File: src/hdl/assert_macros.svh
// ---------------------------------------------------------------------------
// Assertion macros
// Shared concurrent assertion wrappers, clocked on i_clk, off during reset.
// ---------------------------------------------------------------------------
`ifndef ASSERT_MACROS_SVH
`define ASSERT_MACROS_SVH

// antecedent implies consequent in the same cycle
`define ASSERT_IMP(label, ante, cons, msg) \
    label: assert property (@(posedge i_clk) disable iff (!i_rst_n) \
        (ante) |-> (cons)) else $error(msg);

// antecedent implies consequent in the next cycle
`define ASSERT_NEXT(label, ante, cons, msg) \
    label: assert property (@(posedge i_clk) disable iff (!i_rst_n) \
        (ante) |=> (cons)) else $error(msg);

`endif

File: src/hdl/ussptb_pkg.sv
// ---------------------------------------------------------------------------
// ussptb_pkg
// Types and constants of the USS PPO1 parameter telegram builder.
// ---------------------------------------------------------------------------
`default_nettype none

package ussptb_pkg;

    localparam int FRAME_BYTES = 16;
    localparam int CNT_W       = $clog2(FRAME_BYTES);
    localparam int IN_DATA_W   = 64;

    localparam logic [7:0] FRAME_STX = 8'h02;
    localparam logic [7:0] FRAME_LGE = 8'd14;

    // PKE task IDs (high byte of PKE)
    localparam logic [7:0] TASK_RD_SCALAR = 8'h10;
    localparam logic [7:0] TASK_RD_ARRAY  = 8'h60;
    localparam logic [7:0] TASK_WR_SCALAR = 8'h20;
    localparam logic [7:0] TASK_WR_ARRAY  = 8'h80;

    localparam logic [7:0] IND_RAW_LIMIT = 8'd64;

    typedef enum logic {
        OP_READ  = 1'b0,
        OP_WRITE = 1'b1
    } t_opcode;

    // byte 0 (STX) in the lowest bits
    typedef logic [FRAME_BYTES-1:0][7:0] t_frame;

    typedef struct packed {
        logic   valid;
        t_frame frame;
    } t_frame_slot;

endpackage

`default_nettype wire

File: src/hdl/ussptb_build.sv
// ---------------------------------------------------------------------------
// ussptb_build
// Assembles a complete telegram from one request and holds it until the
// serialiser takes it.
// ---------------------------------------------------------------------------
`default_nettype none

module ussptb_build
    import ussptb_pkg::*;
(
    input  wire logic                 i_clk,
    input  wire logic                 i_rst_n,
    input  wire logic                 i_valid,
    output logic                      o_ready,
    input  wire t_opcode              i_opcode,
    input  wire logic [7:0]           i_slave_address,
    input  wire logic [10:0]          i_param_number,
    input  wire logic [1:0]           i_set_num,
    input  wire logic [7:0]           i_array_index,
    input  wire logic [31:0]          i_write_value,
    input  wire logic                 i_take,
    output t_frame_slot               o_slot
);

    logic        r_valid;
    t_frame      r_frame;
    t_frame      n_frame;
    logic [7:0]  task_id;
    logic [15:0] pke;
    logic [15:0] ind;
    logic [31:0] pwe;
    logic [7:0]  idx_m1;
    logic [7:0]  bcc;

    assign o_ready = !r_valid || i_take;

    always_comb begin
        if (i_array_index != 8'd0) begin
            task_id = (i_opcode == OP_WRITE) ? TASK_WR_ARRAY : TASK_RD_ARRAY;
        end else begin
            task_id = (i_opcode == OP_WRITE) ? TASK_WR_SCALAR : TASK_RD_SCALAR;
        end
        pke    = {task_id, 8'h00} | {5'd0, i_param_number};
        idx_m1 = (i_array_index != 8'd0) ? (i_array_index - 8'd1) : 8'd0;
        if (i_array_index > IND_RAW_LIMIT) begin
            ind = {8'd0, i_array_index};
        end else begin
            ind = {8'd0, idx_m1[5:0], i_set_num};
        end
        pwe = (i_opcode == OP_WRITE) ? i_write_value : 32'd0;

        n_frame      = '0;
        n_frame[0]   = FRAME_STX;
        n_frame[1]   = FRAME_LGE;
        n_frame[2]   = i_slave_address;
        n_frame[3]   = pke[15:8];
        n_frame[4]   = pke[7:0];
        n_frame[5]   = ind[15:8];
        n_frame[6]   = ind[7:0];
        n_frame[7]   = pwe[31:24];
        n_frame[8]   = pwe[23:16];
        n_frame[9]   = pwe[15:8];
        n_frame[10]  = pwe[7:0];
        // STW and HSW stay zero
        bcc = 8'd0;
        for (int i = 0; i < FRAME_BYTES - 1; i++) begin
            bcc = bcc ^ n_frame[i];
        end
        n_frame[FRAME_BYTES-1] = bcc;
    end

    always_ff @(posedge i_clk) begin
        if (!i_rst_n) begin
            r_valid <= 1'b0;
        end else if (i_valid && o_ready) begin
            r_valid <= 1'b1;
        end else if (i_take) begin
            r_valid <= 1'b0;
        end
    end

    always_ff @(posedge i_clk) begin
        if (i_valid && o_ready) begin
            r_frame <= n_frame;
        end
    end

    assign o_slot = '{valid: r_valid, frame: r_frame};

endmodule

`default_nettype wire

File: src/hdl/ussptb_serial.sv
// ---------------------------------------------------------------------------
// ussptb_serial
// Shifts a held telegram out one byte per word, marking the checksum byte.
// ---------------------------------------------------------------------------
`default_nettype none

module ussptb_serial
    import ussptb_pkg::*;
(
    input  wire logic        i_clk,
    input  wire logic        i_rst_n,
    input  wire t_frame_slot i_slot,
    output logic             o_take,
    output logic             o_valid,
    input  wire logic        i_ready,
    output logic [7:0]       o_data,
    output logic             o_last
);

    logic             r_busy;
    logic [CNT_W-1:0] r_cnt;
    t_frame           r_shift;
    logic             fire;

    assign fire    = r_busy && i_ready;
    assign o_last  = (r_cnt == CNT_W'(FRAME_BYTES - 1));
    assign o_take  = i_slot.valid && (!r_busy || (fire && o_last));
    assign o_valid = r_busy;
    assign o_data  = r_shift[0];

    always_ff @(posedge i_clk) begin
        if (!i_rst_n) begin
            r_busy <= 1'b0;
            r_cnt  <= '0;
        end else if (o_take) begin
            r_busy <= 1'b1;
            r_cnt  <= '0;
        end else if (fire) begin
            if (o_last) begin
                r_busy <= 1'b0;
            end
            r_cnt <= r_cnt + CNT_W'(1);
        end
    end

    always_ff @(posedge i_clk) begin
        if (o_take) begin
            r_shift <= i_slot.frame;
        end else if (fire) begin
            r_shift <= {8'h00, r_shift[FRAME_BYTES-1:1]};
        end
    end

endmodule

`default_nettype wire

File: src/hdl/uss_param_telegram_builder.sv
// ---------------------------------------------------------------------------
// uss_param_telegram_builder
// USS PPO1 parameter telegram builder: one request in, sixteen bytes out.
// ---------------------------------------------------------------------------
// Slave side takes one read or write request per word: tuser carries the
// opcode, tdata the address, parameter number, set, index and value.
// Master side gives the telegram one byte per word, STX first; tlast marks
// the sixteenth byte, the BCC checksum.
// A request passes through the holding register and then the output shifter
// before its first byte appears; the byte-wide output limits the request rate,
// and the next telegram follows the previous BCC byte with no gap.
// A built telegram waits in a holding register, so a new request is taken
// while the previous telegram is still being sent.
// When the receiver stalls, the current byte holds and, once the holding
// register is full, o_s_tready drops.
// Reset empties both the holding register and the output shifter.
// ---------------------------------------------------------------------------
`default_nettype none

`include "assert_macros.svh"

module uss_param_telegram_builder
    import ussptb_pkg::*;
(
    input  wire logic                 i_clk,
    input  wire logic                 i_rst_n,
    input  wire logic                 i_s_tvalid,
    output logic                      o_s_tready,
    // [7:0] slave_address, [18:8] param_number, [20:19] set_num,
    // [28:21] array_index, [60:29] write_value, [63:61] zero
    input  wire logic [IN_DATA_W-1:0] i_s_tdata,
    // [0] opcode
    input  wire logic                 i_s_tuser,
    output logic                      o_m_tvalid,
    input  wire logic                 i_m_tready,
    // [7:0] frame_byte
    output logic [7:0]                o_m_tdata,
    output logic                      o_m_tlast
);

    t_frame_slot slot;
    logic        take;

    ussptb_build u_build (
        .i_clk           (i_clk),
        .i_rst_n         (i_rst_n),
        .i_valid         (i_s_tvalid),
        .o_ready         (o_s_tready),
        .i_opcode        (t_opcode'(i_s_tuser)),
        .i_slave_address (i_s_tdata[7:0]),
        .i_param_number  (i_s_tdata[18:8]),
        .i_set_num       (i_s_tdata[20:19]),
        .i_array_index   (i_s_tdata[28:21]),
        .i_write_value   (i_s_tdata[60:29]),
        .i_take          (take),
        .o_slot          (slot)
    );

    ussptb_serial u_serial (
        .i_clk   (i_clk),
        .i_rst_n (i_rst_n),
        .i_slot  (slot),
        .o_take  (take),
        .o_valid (o_m_tvalid),
        .i_ready (i_m_tready),
        .o_data  (o_m_tdata),
        .o_last  (o_m_tlast)
    );

    `ASSERT_NEXT(a_in_held, i_s_tvalid && o_s_tready, slot.valid, "accepted request not held")
    `ASSERT_NEXT(a_frame_runs, o_m_tvalid && i_m_tready && !o_m_tlast,
                 o_m_tvalid, "telegram cut short")
    `ASSERT_NEXT(a_next_stx, o_m_tvalid && i_m_tready && o_m_tlast && slot.valid,
                 o_m_tvalid && o_m_tdata == FRAME_STX, "queued telegram not started with STX")
    `ASSERT_IMP(a_take_ok, take, slot.valid, "serialiser took an empty slot")

endmodule

`default_nettype wire
File: config.mk
export PLATFORM = sky130hd
export DESIGN_NAME = uss_param_telegram_builder
export DESIGN_NICKNAME = d
export VERILOG_FILES = /design/src/hdl/ussptb_pkg.sv /design/src/hdl/ussptb_build.sv /design/src/hdl/ussptb_serial.sv /design/src/hdl/uss_param_telegram_builder.sv
export VERILOG_INCLUDE_DIRS = /design/src /design/src/hdl
export SDC_FILE = /design/constraint.sdc
export NUM_CORES = 1
export LEC_CHECK = 0
export BUFFER_PORTS_ARGS = -buffer_cell sky130_fd_sc_hd__buf_4
export CAP_MARGIN = 20
export CORE_ASPECT_RATIO = 0.8
export CORE_MARGIN = 2
export CORE_UTILIZATION = 45
export DETAILED_ROUTE_END_ITERATION = 10
export PLACE_DENSITY_LB_ADDON = 0.15
export SETUP_SLACK_MARGIN = 0.15
export SYNTH_ARGS = -nofsm -noshare
export SYNTH_HDL_FRONTEND = slang
export SYNTH_SLANG_ARGS = --single-unit
File: constraint.sdc
create_clock -name i_clk -period 13.9 [get_ports i_clk]
set_input_delay 0.695 -clock i_clk [delete_from_list [all_inputs] [get_ports i_clk]]
set_output_delay 0.695 -clock i_clk [all_outputs]
set_load 0.01 [all_outputs]
==> results.md, run 1 <==
Status:
- The flow ran to the end, and the final reports show no timing, DRC or antenna violations.

Setup path:
- Counting cells, the worst reg-to-reg path comes to 7.
- The startpoint type of the worst setup path is a flop.
- The endpoint identified for the worst register-to-register timing path is u_serial.r_shift[82].
- Tracing the worst setup path back leads to its startpoint at u_serial.r_cnt[0].
- The termination of the worst setup path is u_serial.r_shift[82].
- The highest net fanout along the worst path is 77.
- Setup slack on the worst reg-to-reg path comes out at 10.73 ns.
- Data on the critical path is required at its endpoint by 14.13 ns.
- STA classifies the critical path endpoint as a flop.
- At the worst endpoint, the arrival time is 3.40 ns.
- In this design, the stage delay of the slowest critical-path cell is 0.76 ns.
- Walking the worst path, the cells encountered are ha_1, and3_4, a21boi_2, nor2_4, buf_4, buf_4, mux2_2.
- The launch point of the worst reg-to-reg path is u_serial.r_cnt[0].
- The critical path is of the flop to flop type.
- The slowest cell on the critical path is sky130_fd_sc_hd__buf_4.
- By instance count, the cell type seen most on the critical path is sky130_fd_sc_hd__buf_4.

Placement:
- The number of placed cells counting well taps is 832.
- The detailed-placement wirelength estimate is 8573 um.
- Once placement finished, the instance area stood at 9579 um^2.
- The routability congestion estimate is 0.8326.
- The count of buffers inserted at the top-level ports is 76.

STA:
- Headroom to the max-slew limit came out at 0.3308.
- Setup violations remaining at the end of the flow were counted as 0.
- Derived from the worst setup path, the maximum achievable clock frequency is 315.9 MHz.
- Setup repair after global routing left no endpoint under its margin.
- The hold violation total from the final report is 0.
- For the final database, setup skew stands at 0.008885 ns.
- The worst-margin pin slew is 1.004 ns.
- The clock period minus worst slack is 3.166 ns.
- The final period utilization is 0.2278.
- The final number of max-transition violations was 0.
- The total negative slack for setup checks is 0 ns.

Clock tree:
- In this run, post-CTS repair resized a total of 0 instances.
- The clock tree from TritonCTS is done.
- The master cell of the clock root buffer is sky130_fd_sc_hd__clkbuf_16.
- The clock transition at the registers of the reported paths is 0.06 ns.
- The number of buffers inserted by hold repair at cts is 0.
- The maximum level of the CTS H-tree is 1.
- The total CTS buffers is 21.
- The CTS sink count is 205.
- The number of setup buffers added after CTS is 0.
- The clock insertion delay at the later pin of the skew report is 0.48 ns.
- The buffer depth of the longest clock path is 3.

Yosys:
- The synthesized design contains 205 register bits.
- During synthesis, Yosys emitted a total of 0 warnings.
- The cell area that synthesis handed to floorplanning was 8815 um^2.
- Yosys mapped a number of flops with a built-in enable equal to 199.
- The proportion of synthesized flip-flops having asynchronous set or reset is 0.
- The number of different library cells used by synthesis comes to 38.
- The register area share after synthesis is 0.6916.
- The gate count after technology mapping is 519.
- The largest area contributor in the synthesized netlist is sky130_fd_sc_hd__edfxtp_1.
- The average instance in the mapped netlist occupies 16.98 um^2.
- When the netlist entered floorplanning its net count stood at 594.
- Ranked by total cell area, the synthesized netlist is headed by sky130_fd_sc_hd__edfxtp_1, sky130_fd_sc_hd__mux2_4, sky130_fd_sc_hd__xnor2_1, sky130_fd_sc_hd__nor2b_1, sky130_fd_sc_hd__and2_1.
- In the synthesized netlist the dominant register cell turns out to be sky130_fd_sc_hd__edfxtp_1.
- The share of the synthesized area in the top cell type is 0.6779.

Routing:
- The final routed DRC violation total is 0.
- The pre-antenna-repair detailed-routing pass consisted of 4 iterations.
- The routed design has 14080 um of wire.
- The remaining antenna violation count after routing is 0.
- The via-per-instance ratio is 4.765.
- The total via count in the routed design is 4141.
- The detail-routed net length per standard cell is 16.21 um.
- In this run, the number of DRC markers left after iteration 0 of detailed routing was 245.

Finish:
- The final standard cell utilization of the core is 0.5360.
- Once layout is done, the placed cells without fillers occupy 10230 um^2.
- The sequential cell area is 6096 um^2.
- For this run, the post-layout net count is 673.
- Fill cells in the final layout number 1548.
- The leading cell type in the layout, fill and taps excluded is sky130_fd_sc_hd__edfxtp_1.
- Excluding fillers, the count of instances in the completed layout stands at 869.
- The synthesis-to-layout area growth is 16.07%.
- Of the cells placed in the final design, the portion with a size suffix greater than 1 is 0.3028.
- In the final layout, the multi-input gates occupy 2520 um^2.
- In the layout the commonest cells are sky130_fd_sc_hd__edfxtp_1, sky130_fd_sc_hd__buf_4, sky130_fd_sc_hd__xnor2_1, sky130_fd_sc_hd__nor2b_1, sky130_fd_sc_hd__mux2_4.
- The number of inserted diodes is 0.

Run:
- The number of maximum-capacitance violations is 0.

Power:
- Of the total power, combinational logic draws 0.105.
- The worst-case IR drop observed on VDD is 0.00006384 V.
- Of the total power, the clock network draws 0.365.
- The switching part of the total power is 0.2139.
- The part of the power in registers is 0.531.
- For this design the total switching power over the nets is 305.5 uW.
- The design draws 1.428 mW.
- Power spread over the standard cell area amounts to 139.6 nW/um^2.
- The internal cell power is 1.122 mW.
- The static leakage power is 3.711 nW.

GRT:
- The total grt overflow is 0.
- The largest net degree at the start of global routing is 86.
- Across every metal layer, demand over resource in global routing totals 0.1401.
- The first global-routing pass estimated 22850 um of wire.
- The number of antenna violations at the first check in global routing is 0.
- The via count of the first global-routing pass is 4275.

Floorplanning:
- After floorplanning, the core was divided into 45 placement rows.
- The placeable core region is 19090 um^2.
- The floorplan die area is 20730 um^2.
- The die is 129.2 um tall.
- For this configuration, the core starts out at a cell density of 0.4618.
- The width of the chip is 160.5 um.
- In this run the count of I/O pins placed on the die edge is 80.

Worst hold path:
- The tightest min-delay check is of the input pin to flop type.
layer usage:
metal | up-vias | routed length [um] | track usage
met5 | - | 0 | 0
met4 | 0 | 342 | 0.04081
met3 | 26 | 661 | 0.03169
met2 | 92 | 6156 | 0.2175
met1 | 2020 | 6924 | 0.2001
li1 | 2003 | - | -
synth_stat cells (all sizes together) (2+ instances only):
cell    instances
or2             4
mux2           63
xor2            9
nand3           8
o31ai           2
a21oi           2
dfxtp           6
edfxtp        199
o21ai           8
ha              6
nor2b          53
clkbuf          2
xnor2          53
inv             8
buf            24
nand2          15
and2           40
nor3            2
nor2            9
a21boi          2
worst min path at each step:
stage / from / to / slack (ns) / cells past startpoint
3_5_place_dp: u_serial.r_shift[19] / u_serial.r_shift[11] / 0.49 / 1
2_1_floorplan: u_serial.r_cnt[1] / u_serial.r_cnt[1] / 0.45 / 2
6_report: i_s_tdata[14] / u_build.o_slot[38] / 0.40 / 1
4_1_cts: i_s_tdata[11] / u_build.o_slot[35] / 0.38 / 1
3_3_place_gp: u_serial.r_cnt[1] / u_serial.r_cnt[1] / 0.47 / 2
5_1_grt: i_s_tdata[11] / u_build.o_slot[35] / 0.39 / 1
sequential cells by signal, indices dropped and copies added, names as in the netlist:
name,flops
u_build.r_valid,1
u_serial.o_data,8
u_build.o_slot,71
u_serial.r_cnt,4
u_serial.o_valid,1
u_serial.r_shift,120
power by group through the flow:
stage | logic (mW) | clock network [mW] | registers (mW)
floorplan | 0.109 | 0 | 0.778
global placement | 0.147 | 0 | 0.770
detailed placement | 0.151 | 0 | 0.771
CTS | 0.151 | 0.537 | 0.759
global route | 0.165 | 0.560 | 0.763
finish | 0.150 | 0.521 | 0.758
layout make-up:
type,count,share of cell area
multi-input combinational,280,0.2463
inverter,8,0.003180
timing repair buffer,82,0.06213
tap,258,0.03155
clock buffer,28,0.05491
sequential,205,0.5958
clock inverter,8,0.006115
kinds of logic after synthesis:
family | share of synthesized area
AOI/OAI and AO/OA | 0.01860
xor gates and xnor gates | 0.06161
adders and majority gates | 0.008516
buffers and inverters | 0.02598
DFF | 0.6916
muxes | 0.1018
and+or+nand+nor | 0.09198
stage by stage:
| stage | hold slack, ns | setup WS [ns] |
|---|---|---|
| 3_5_place_dp | 0.4926 | 10.64 |
| 3_3_place_gp | 0.4701 | 10.68 |
| 2_1_floorplan | 0.4533 | 3.752 |
| 6_report | 0.4032 | 10.73 |
| 5_1_grt | 0.3857 | 10.49 |
| 4_1_cts | 0.3813 | 10.69 |
critical path: cells and delay by family (launching register included):
family | cells | cell delay, ns
muxes | 1 | 0.41
DFF | 1 | 0.38
AOI/OAI and AO/OA | 1 | 0.11
and+or+nand+nor | 2 | 0.29
adders and majority gates | 1 | 0.19
buffers and inverters | 2 | 1.46
No activity file was read; power rests on OpenSTA's default activity.
==> run 2: changes to the inputs <==
- clock period: 13.9 -> 2.9 ns (I/O delays scaled with it)
==> run 2 against run 1 <==
  * Register-to-register slack got worse by 10 ns
  * Hold slack got worse by 0.39 ns
  * Sequential power rose to 4.8 times the previous value
  * Core utilization is 2.8 points higher
  * Highest routed layer unchanged
  * First-iteration DRC count down 20%
  * Critical path depth down 1
  * Sequential share of layout area shrank 2.9 points
  * Clock power rose to 4.7 times the previous value
  * Combinational power grew to 5.2 times the previous value
  * Largest cell class unchanged
  * Via count rose by 5.0%
==> results.md, run 2 (synthesis results as in run 1) <==
Clock tree:
- The CTS sink count is 205 (unchanged).
- The number of setup buffers added after CTS is 0 (unchanged).
- The clock insertion delay at the later pin of the skew report is 0.49 ns (about the same).
- The maximum level of the CTS H-tree was 1 (unchanged).
- The master cell of the clock root buffer is sky130_fd_sc_hd__clkbuf_16.
- The buffer depth of the longest clock path is 3 (unchanged).
- TritonCTS built the clock tree.
- The post-cts gate resize count is 0 (unchanged).
- The total CTS buffers was 21 (unchanged).
- The number of buffers inserted by hold repair at cts was 46 (+46).
- The clock transition at the registers of the reported paths is 0.06 ns (about the same).

Worst hold path:
- The type of the most critical hold path is input pin to flop.

Finish:
- In the layout the commonest cells are sky130_fd_sc_hd__edfxtp_1, sky130_fd_sc_hd__buf_4, sky130_fd_sc_hd__xnor2_1, sky130_fd_sc_hd__nor2b_1, sky130_fd_sc_hd__mux2_4.
- The number of flip-flops in the largest register is 120 (unchanged).
- From synthesis to final layout, the design area changed by 22.16%.
- The fill cell total of the finished layout is 1530 (-1.2%).
- The fraction of layout instances using a drive strength above 1 is 0.2872 (-0.01555).
- The multi-input combinational cell area was 2520 um^2 (unchanged).
- The final standard cell utilization of the core is 0.5641 (+0.02812).
- Leaving out fill and tap cells, the most frequent cell in the layout is sky130_fd_sc_hd__edfxtp_1.
- The number of inserted diodes is 0 (unchanged).
- The total number of nets in the final design is 721 (+7.1%).
- The sequential cell area is 6100 um^2 (about the same).
- The final design area excluding fillers is 10770 um^2 (+5.2%).
- The register with the most flip-flops in the final layout is u_serial.r_shift.

Setup path:
- The critical path data arrival time is 2.64 ns (-0.76 ns).
- The highest net fanout along the worst path is 34 (-56%).
- The required time of the critical path was 3.14 ns (-10.99 ns).
- The slack of the worst reg-to-reg path is 0.50 ns (-10.23 ns).
- The startpoint type of the worst setup path is a flop.
- The type of destination of the critical path is a flop.
- The critical path in this run is classified as flop to flop.

STA:
- The hold violation total from the final report is 0 (unchanged).
- The worst-margin pin slew came to 0.7253 ns (-0.2785 ns).
- The worst slew slack as a fraction of its limit was 0.5165 (+0.1857).
- The final period utilization is 0.8260 (+0.5982).
- The final number of setup-violating endpoints is 0 (unchanged).
- The worst hold-check slack is 0.01361 ns (-0.3895 ns).
- The final clock skew is 0.009120 ns (+0.0002346 ns).
- The final number of max-transition violations came to 0 (unchanged).
- The clock period minus worst slack is 2.395 ns (-0.7705 ns).
- Setup repair after global routing left no endpoint under its margin.
- The maximum clock rate is 417.5 MHz (+32%).

GRT:
- The overall global routing resource usage is 0.1452 (+0.005114).
- The number of antenna violations at the first check in global routing is 0 (unchanged).
- The via count of the first global-routing pass is 4459 (+4.3%).
- The largest net degree at the start of global routing is 129 (+50%).
- The wire length of the first global-routing pass is 23430 um (+2.6%).
- The total grt overflow is 0 (unchanged).

Floorplanning:
- The placeable core region is 19090 um^2 (unchanged).
- The number of I/O pins is 80 (unchanged).
- The initial core utilization is 0.4618 (unchanged).
- The total number of placement rows is 45 (unchanged).
- The floorplan die area is 20730 um^2 (unchanged).
- The vertical die dimension is 129.2 um (unchanged).
- The width of the chip was 160.5 um (unchanged).

Power:
- The total chip power was 6.884 mW (+380%).
- The static leakage power is 3.928 nW (+5.9%).
- The worst-case vdd ir drop is 0.0003465 V (+440%).
- The power density over the cells is 639.3 nW/um^2 (+360%).

Routing:
- The length of the first detailed-routing pass in iterations came to 4 (unchanged).
- The via-per-instance ratio is 4.746 (-0.41%).
- The remaining antenna violation count after routing came to 0 (unchanged).
- The total detailed-routing wirelength is 14630 um (+3.9%).
- The starting DRC count in detailed routing is 197 (-20%).
- The final routed DRC violation total is 0 (unchanged).
- The total via count in the routed design is 4347 (+5.0%).
- The detail-routed net length per standard cell was 15.97 um (-1.4%).

Placement:
- The total placed instance area was 9696 um^2 (+1.2%).
- The routability congestion estimate came to 0.8437 (+1.3%).
- The detailed-placement wirelength estimate came to 8856 um (+3.3%).
- The count of buffers inserted at the top-level ports is 76 (unchanged).

Status:
- The flow ran to the end, and the final reports show no timing, DRC or antenna violations.

Run:
- The number of maximum-capacitance violations is 0 (unchanged).
-- run 2: cell count changes in the layout (fill, tap and decap cells not counted), moves of 2 or more --
cell,previous run,this run
sky130_fd_sc_hd__dlygate4sd3_1,0,46
sky130_fd_sc_hd__buf_12,0,7
sky130_fd_sc_hd__buf_4,81,77
sky130_fd_sc_hd__clkinv_1,4,2
-- run 2: report_power, final --
group	internal, mW	switching (mW)
combinational	0.420	0.363
clock	1.42	1.05
sequential	3.57	0.0647
-- run 2: worst max-delay path: stages (launching register included) --
cell and delay [ns]:
sky130_fd_sc_hd__dfxtp_1 0.39, sky130_fd_sc_hd__ha_1 0.20, sky130_fd_sc_hd__and3_4 0.20, sky130_fd_sc_hd__a21boi_2 0.11
sky130_fd_sc_hd__nor2_4 0.56, sky130_fd_sc_hd__buf_12 0.30, sky130_fd_sc_hd__mux2_2 0.36
-- run 2: routing by layer --
layer	wire length (um)	vias to the layer above	GRT usage
met4	337	0	0.04028
li1	-	2105	-
met5	0	-	0
met3	576	26	0.02913
met2	6737	92	0.2338
met1	6978	2124	0.2036
-- run 2: per-stage QoR --
stage / instances / setup WS [ns] / TNS, ns
final: 916 / 0.5046 / 0
after global routing: 916 / 0.3889 / 0
after CTS: 916 / 0.4973 / 0
after detailed placement: 835 / 0.5134 / 0
after global placement: 835 / 0.5903 / 0
after floorplan: 519 / -0.03096 / -3.963
-- run 2: area by class of cell --
class | instances | area share
flip-flops and latches | 205 | 0.5665
multi-input cells | 280 | 0.2340
repair buffers | 130 | 0.1095
clock buffers | 28 | 0.05124
well taps | 258 | 0.02998
clock inverters | 7 | 0.005578
inverters | 8 | 0.003254
-- run 2: worst paths after layout --
kind | start | cells past startpoint | to
min reg2reg | u_serial.r_cnt[1] | 2 | u_serial.r_cnt[1]
min | i_s_tdata[46] | 2 | u_build.o_slot[65]
max reg2reg | u_serial.r_cnt[0] | 6 | u_serial.r_shift[82]
max | u_serial.r_cnt[0] | 6 | u_serial.r_shift[82]
==> run 3: changes to the inputs <==
- ABC_AREA: unset -> 1
- clock period: 2.9 -> 2 ns (I/O delays scaled with it)
==> run 3 against run 2 <==
  * Via count rose by 39%
  * Count of clock-buffer cells in the layout rose by 1
  * Core utilization rose by 1.6 points
  * Sequential power rose by 45%
  * Fmax rose by 33%
  * Die area rose by 2.5%
  * Total power rose by 50%
  * Area after synthesis rose by 2.6%
  * Synthesized cell count rose by 72%
  * Clock power rose by 54%
  * Largest cell class unchanged
  * Highest routed layer unchanged
==> results.md, run 3 <==
Status:
- The flow ran to the end, and the final reports show no timing, DRC or antenna violations.

Finish:
- The multi-input combinational cell area came to 2210 um^2 (-12%).
- The total number of nets in the final design was 1125 (+56%).
- The number of inserted diodes is 0 (unchanged).
- The fraction of layout instances using a drive strength above 1 was 0.1439 (-0.1433).
- Ranked by flip-flop count, first place goes to u_serial.r_shift.
- The fill cell total of the finished layout came to 1682 (+9.9%).
- The number of flip-flops in the largest register is 120 (unchanged).
- The sequential cell area is 6102 um^2 (about the same).
- The synthesis-to-layout area growth is 26.55%.
- Leaving out fill and tap cells, the most frequent cell in the layout is sky130_fd_sc_hd__nand2_1.
- The final standard cell utilization of the core is 0.5797 (+0.01559).
- The library cells used most frequently in the layout, excluding fill and tap cells, are sky130_fd_sc_hd__nand2_1, sky130_fd_sc_hd__edfxtp_1, sky130_fd_sc_hd__inv_1, sky130_fd_sc_hd__buf_4, sky130_fd_sc_hd__nor2_1.

GRT:
- The number of antenna violations at the first check in global routing is 0 (unchanged).
- The largest net degree at the start of global routing is 85 (-34%).
- The total grt overflow is 0 (unchanged).
- The via count of the first global-routing pass is 5725 (+28%).
- The wire length of the first global-routing pass came to 28140 um (+20%).
- The overall global routing resource usage is 0.1682 (+0.02294).

Yosys:
- The multiplexer share of the synthesized area came to 0 (-0.1018).
- The most instantiated library cell after synthesis is sky130_fd_sc_hd__nand2_1.
- The warning count from the yosys run is 0 (unchanged).
- The synthesized area per cell is 10.10 um^2 (-41%).
- For this run, the leading register cell type out of synthesis is sky130_fd_sc_hd__edfxtp_1.
- The post-synthesis xor/xnor area fraction came to 0.01937 (-0.04223).
- Yosys attributes the largest share of cell area to sky130_fd_sc_hd__edfxtp_1, sky130_fd_sc_hd__nand2_1, sky130_fd_sc_hd__inv_1, sky130_fd_sc_hd__nor2_1, sky130_fd_sc_hd__nand3_1.
- The number of distinct standard cells referenced by the synthesized netlist is 25 (-34%).
- The largest total area in the synthesized netlist belongs to sky130_fd_sc_hd__edfxtp_1.
- The area share of fa/ha/maj cells after synthesis is 0.008301 (-0.0002156).
- After synthesis, the largest family of logic cells by area is simple AND/OR/NAND/NOR gates.
- The register area share after synthesis was 0.6740 (-0.01751).
- The cell area after synthesis was 9044 um^2 (+2.6%).
- The number of enable flip-flop cells after synthesis is 199 (unchanged).
- Sorting the synthesized cells by how often they occur yields sky130_fd_sc_hd__nand2_1, sky130_fd_sc_hd__edfxtp_1, sky130_fd_sc_hd__inv_1.
- The proportion of synthesized flip-flops having asynchronous set or reset is 0 (unchanged).
- The share of the synthesized area in the top cell type is 0.6608 (-0.01716).
- The post-synthesis sequential element count is 205 (unchanged).
- The compound-cell area share of the yosys netlist is 0.006502 (-0.01209).
- The gate count after technology mapping was 895 (+72%).
- The post-synth net total is 970 (+63%).
- The simple logic cell fraction of the synthesized area was 0.2055 (+0.1135).

Clock tree:
- The buffer depth of the longest clock path came to 3 (unchanged).
- The clock tree from TritonCTS is done.
- The master cell of the clock root buffer is sky130_fd_sc_hd__clkbuf_16.
- The clock transition at the registers of the reported paths is 0.06 ns (about the same).
- The CTS sink count is 205 (unchanged).
- The clock insertion delay at the later pin of the skew report is 0.50 ns (about the same).
- The total CTS buffers is 22 (+4.8%).
- The maximum level of the CTS H-tree is 1 (unchanged).

STA:
- The final period utilization is 0.8974 (+0.07137).
- The clock period minus worst slack was 1.795 ns (-0.6007 ns).
- The slack of the critical path came to 0.2052 ns (-0.2993 ns).
- The hold violation total from the final report is 0 (unchanged).
- Setup repair after global routing left no endpoint under its margin.
- The final clock skew is 0.01878 ns (+0.009659 ns).
- The total negative slack for setup checks came to 0 ns (unchanged).
- The final number of max-transition violations came to 0 (unchanged).
- The final number of setup-violating endpoints came to 0 (unchanged).
- The worst-margin pin slew came to 0.4971 ns (-0.2282 ns).
- The worst slew slack as a fraction of its limit is 0.6686 (+0.1521).
- The maximum clock rate came to 557.2 MHz (+33%).

Floorplanning:
- The number of I/O pins is 80 (unchanged).
- The width of the chip came to 162.5 um (+1.3%).
- The floorplan die area was 21250 um^2 (+2.5%).
- The total number of placement rows came to 46 (+2.2%).
- The placeable core region is 19740 um^2 (+3.4%).
- The initial core utilization is 0.4581 (-0.003710).
- The vertical die dimension was 130.8 um (+1.3%).

Power:
- The power density over the cells was 901.5 nW/um^2 (+41%).
- The clock group share of total power is 0.370 (+0.012).
- The switching power total is 2.385 mW (+62%).
- The internal cell power is 7.932 mW (+47%).
- The static leakage power is 5.336 nW (+36%).
- The switching part of the total power is 0.2312 (+0.01670).
- The relative contribution of combinational cells to total power is 0.119 (+0.005).
- The part of the power in registers is 0.511 (-0.017).
- The worst-case vdd ir drop was 0.0004625 V (+33%).

Placement:
- The detailed-placement wirelength estimate is 10530 um (+19%).
- The count of buffers inserted at the top-level ports is 76 (unchanged).
- The placement-stage worst setup slack is -0.001370 ns (-0.5148 ns).
- The routability congestion estimate is 0.8172 (-3.1%).

Setup path:
- Traced cell by cell, the critical path runs through ha_4, nand3_2, o21ai_2, or2_4, nand2_4, clkinvlp_4, buf_12, clkbuf_16.
- The startpoint type of the worst setup path is a flop.
- The kind of critical path is flop to flop.
- The required time of the critical path is 2.25 ns (-0.89 ns).
- The highest net fanout along the worst path is 8 (-76%).
- The critical path's top delay family is buffers and inverters.
- For this design, the slowest cell found on the critical path is sky130_fd_sc_hd__dfxtp_4.
- The critical path data arrival time came to 2.05 ns (-0.59 ns).
- The delay contributed by the slowest stage of the critical path is 0.36 ns (-0.20 ns).
- The total buffers and inverters traversed by the critical path was 3 (+2).
- The type of destination of the critical path is a flop.

Worst hold path:
- The type of the most critical hold path is input pin to flop.

Routing:
- The starting DRC count in detailed routing was 369 (+87%).
- The length of the first detailed-routing pass in iterations came to 4 (unchanged).
- The total detailed-routing wirelength was 17910 um (+22%).
- The final routed DRC violation total is 0 (unchanged).
- The remaining antenna violation count after routing was 0 (unchanged).
- The via-per-instance ratio came to 4.543 (-4.3%).
- The total via count in the routed design was 6028 (+39%).
- The detail-routed net length per standard cell is 13.49 um (-16%).

Run:
- The number of maximum-capacitance violations is 0 (unchanged).
-- run 3: cell types whose count changed after synthesis, moves of 6 or more --
| cell | delta |
|---|---|
| sky130_fd_sc_hd__xnor2_1 | -44 |
| sky130_fd_sc_hd__buf_4 | +7 |
| sky130_fd_sc_hd__and2_1 | -40 |
| sky130_fd_sc_hd__nor2b_1 | -53 |
| sky130_fd_sc_hd__or2_2 | +6 |
| sky130_fd_sc_hd__nor2_1 | +73 |
| sky130_fd_sc_hd__nand3_1 | +27 |
| sky130_fd_sc_hd__mux2_4 | -50 |
| sky130_fd_sc_hd__mux2_2 | -8 |
| sky130_fd_sc_hd__inv_1 | +140 |
| sky130_fd_sc_hd__nand2_1 | +330 |
-- run 3: power by group through the flow --
| stage | clock [mW] | combinational, mW | sequential (mW) |
|---|---|---|---|
| CTS | 3.90 | 1.21 | 5.28 |
| detailed placement | 0 | 1.09 | 5.36 |
| global placement | 0 | 1.07 | 5.36 |
| finish | 3.81 | 1.23 | 5.27 |
| global route | 4.07 | 1.40 | 5.31 |
| floorplan | 0 | 0.716 | 5.36 |
-- run 3: cell type report --
cell class | instances | share of cell area
clock buffers | 29 | 0.05226
clock inverters | 8 | 0.005685
inverters | 148 | 0.04898
multi-input cells | 510 | 0.1931
flip-flops and latches | 205 | 0.5332
well taps | 264 | 0.02886
repair buffers | 163 | 0.1380
-- run 3: path summary, 6_finish.rpt --
check                            end  slack, ns              start  cells past startpoint
hold / removal    u_build.o_slot[71]      0.008          i_s_tuser                      3
hold reg to reg    u_serial.r_cnt[1]       0.49  u_serial.r_cnt[1]                      2
setup / recovery  u_build.o_slot[73]       0.21  u_serial.r_cnt[0]                      8
setup reg to reg  u_build.o_slot[73]       0.21  u_serial.r_cnt[0]                      8
-- run 3: cell families after synthesis --
kind of cell	Yosys count
XOR/XNOR	20
flip-flops	205
adder cells (fa/ha/maj)	6
AND/OR/NAND/NOR	474
AO/OA/AOI/OAI	10
buffers and inverters	180
-- run 3: per-layer routing --
| metal | GRT usage | share of wire | up-vias |
|---|---|---|---|
| met5 | 0 | 0 | - |
| met4 | 0.04008 | 0.018 | 0 |
| met3 | 0.02683 | 0.039 | 21 |
| met2 | 0.2801 | 0.46 | 116 |
| met1 | 0.2350 | 0.48 | 2792 |
| li1 | - | - | 3099 |
-- run 3: timing repair --
action,4_1_cts,5_1_grt
resized for setup,2,9
endpoints found under the setup margin,75,93
pin swaps,0,2
gates cloned,1,4
setup buffers,2,1
hold buffers,60,0
endpoints found under the hold margin,63,0
-- run 3: worst min-delay path: cells and delay by family --
kind                   cells  cell delay (ns)
and+or+nand+nor            1             0.07
buffers and inverters      2             0.24
-- run 3: stage by stage --
stage / hold slack, ns / total power [mW] / cells / instance area (um^2)
floorplan: 0.1989 / 6.073 / 895 / 9062
detailed placement: 0.2998 / 6.453 / 1222 / 9982
finish: 0.008282 / 10.32 / 1327 / 11440
global placement: 0.3013 / 6.428 / 1222 / 9982
global route: 0.01732 / 10.78 / 1327 / 11440
CTS: 0.0003445 / 10.39 / 1322 / 11310
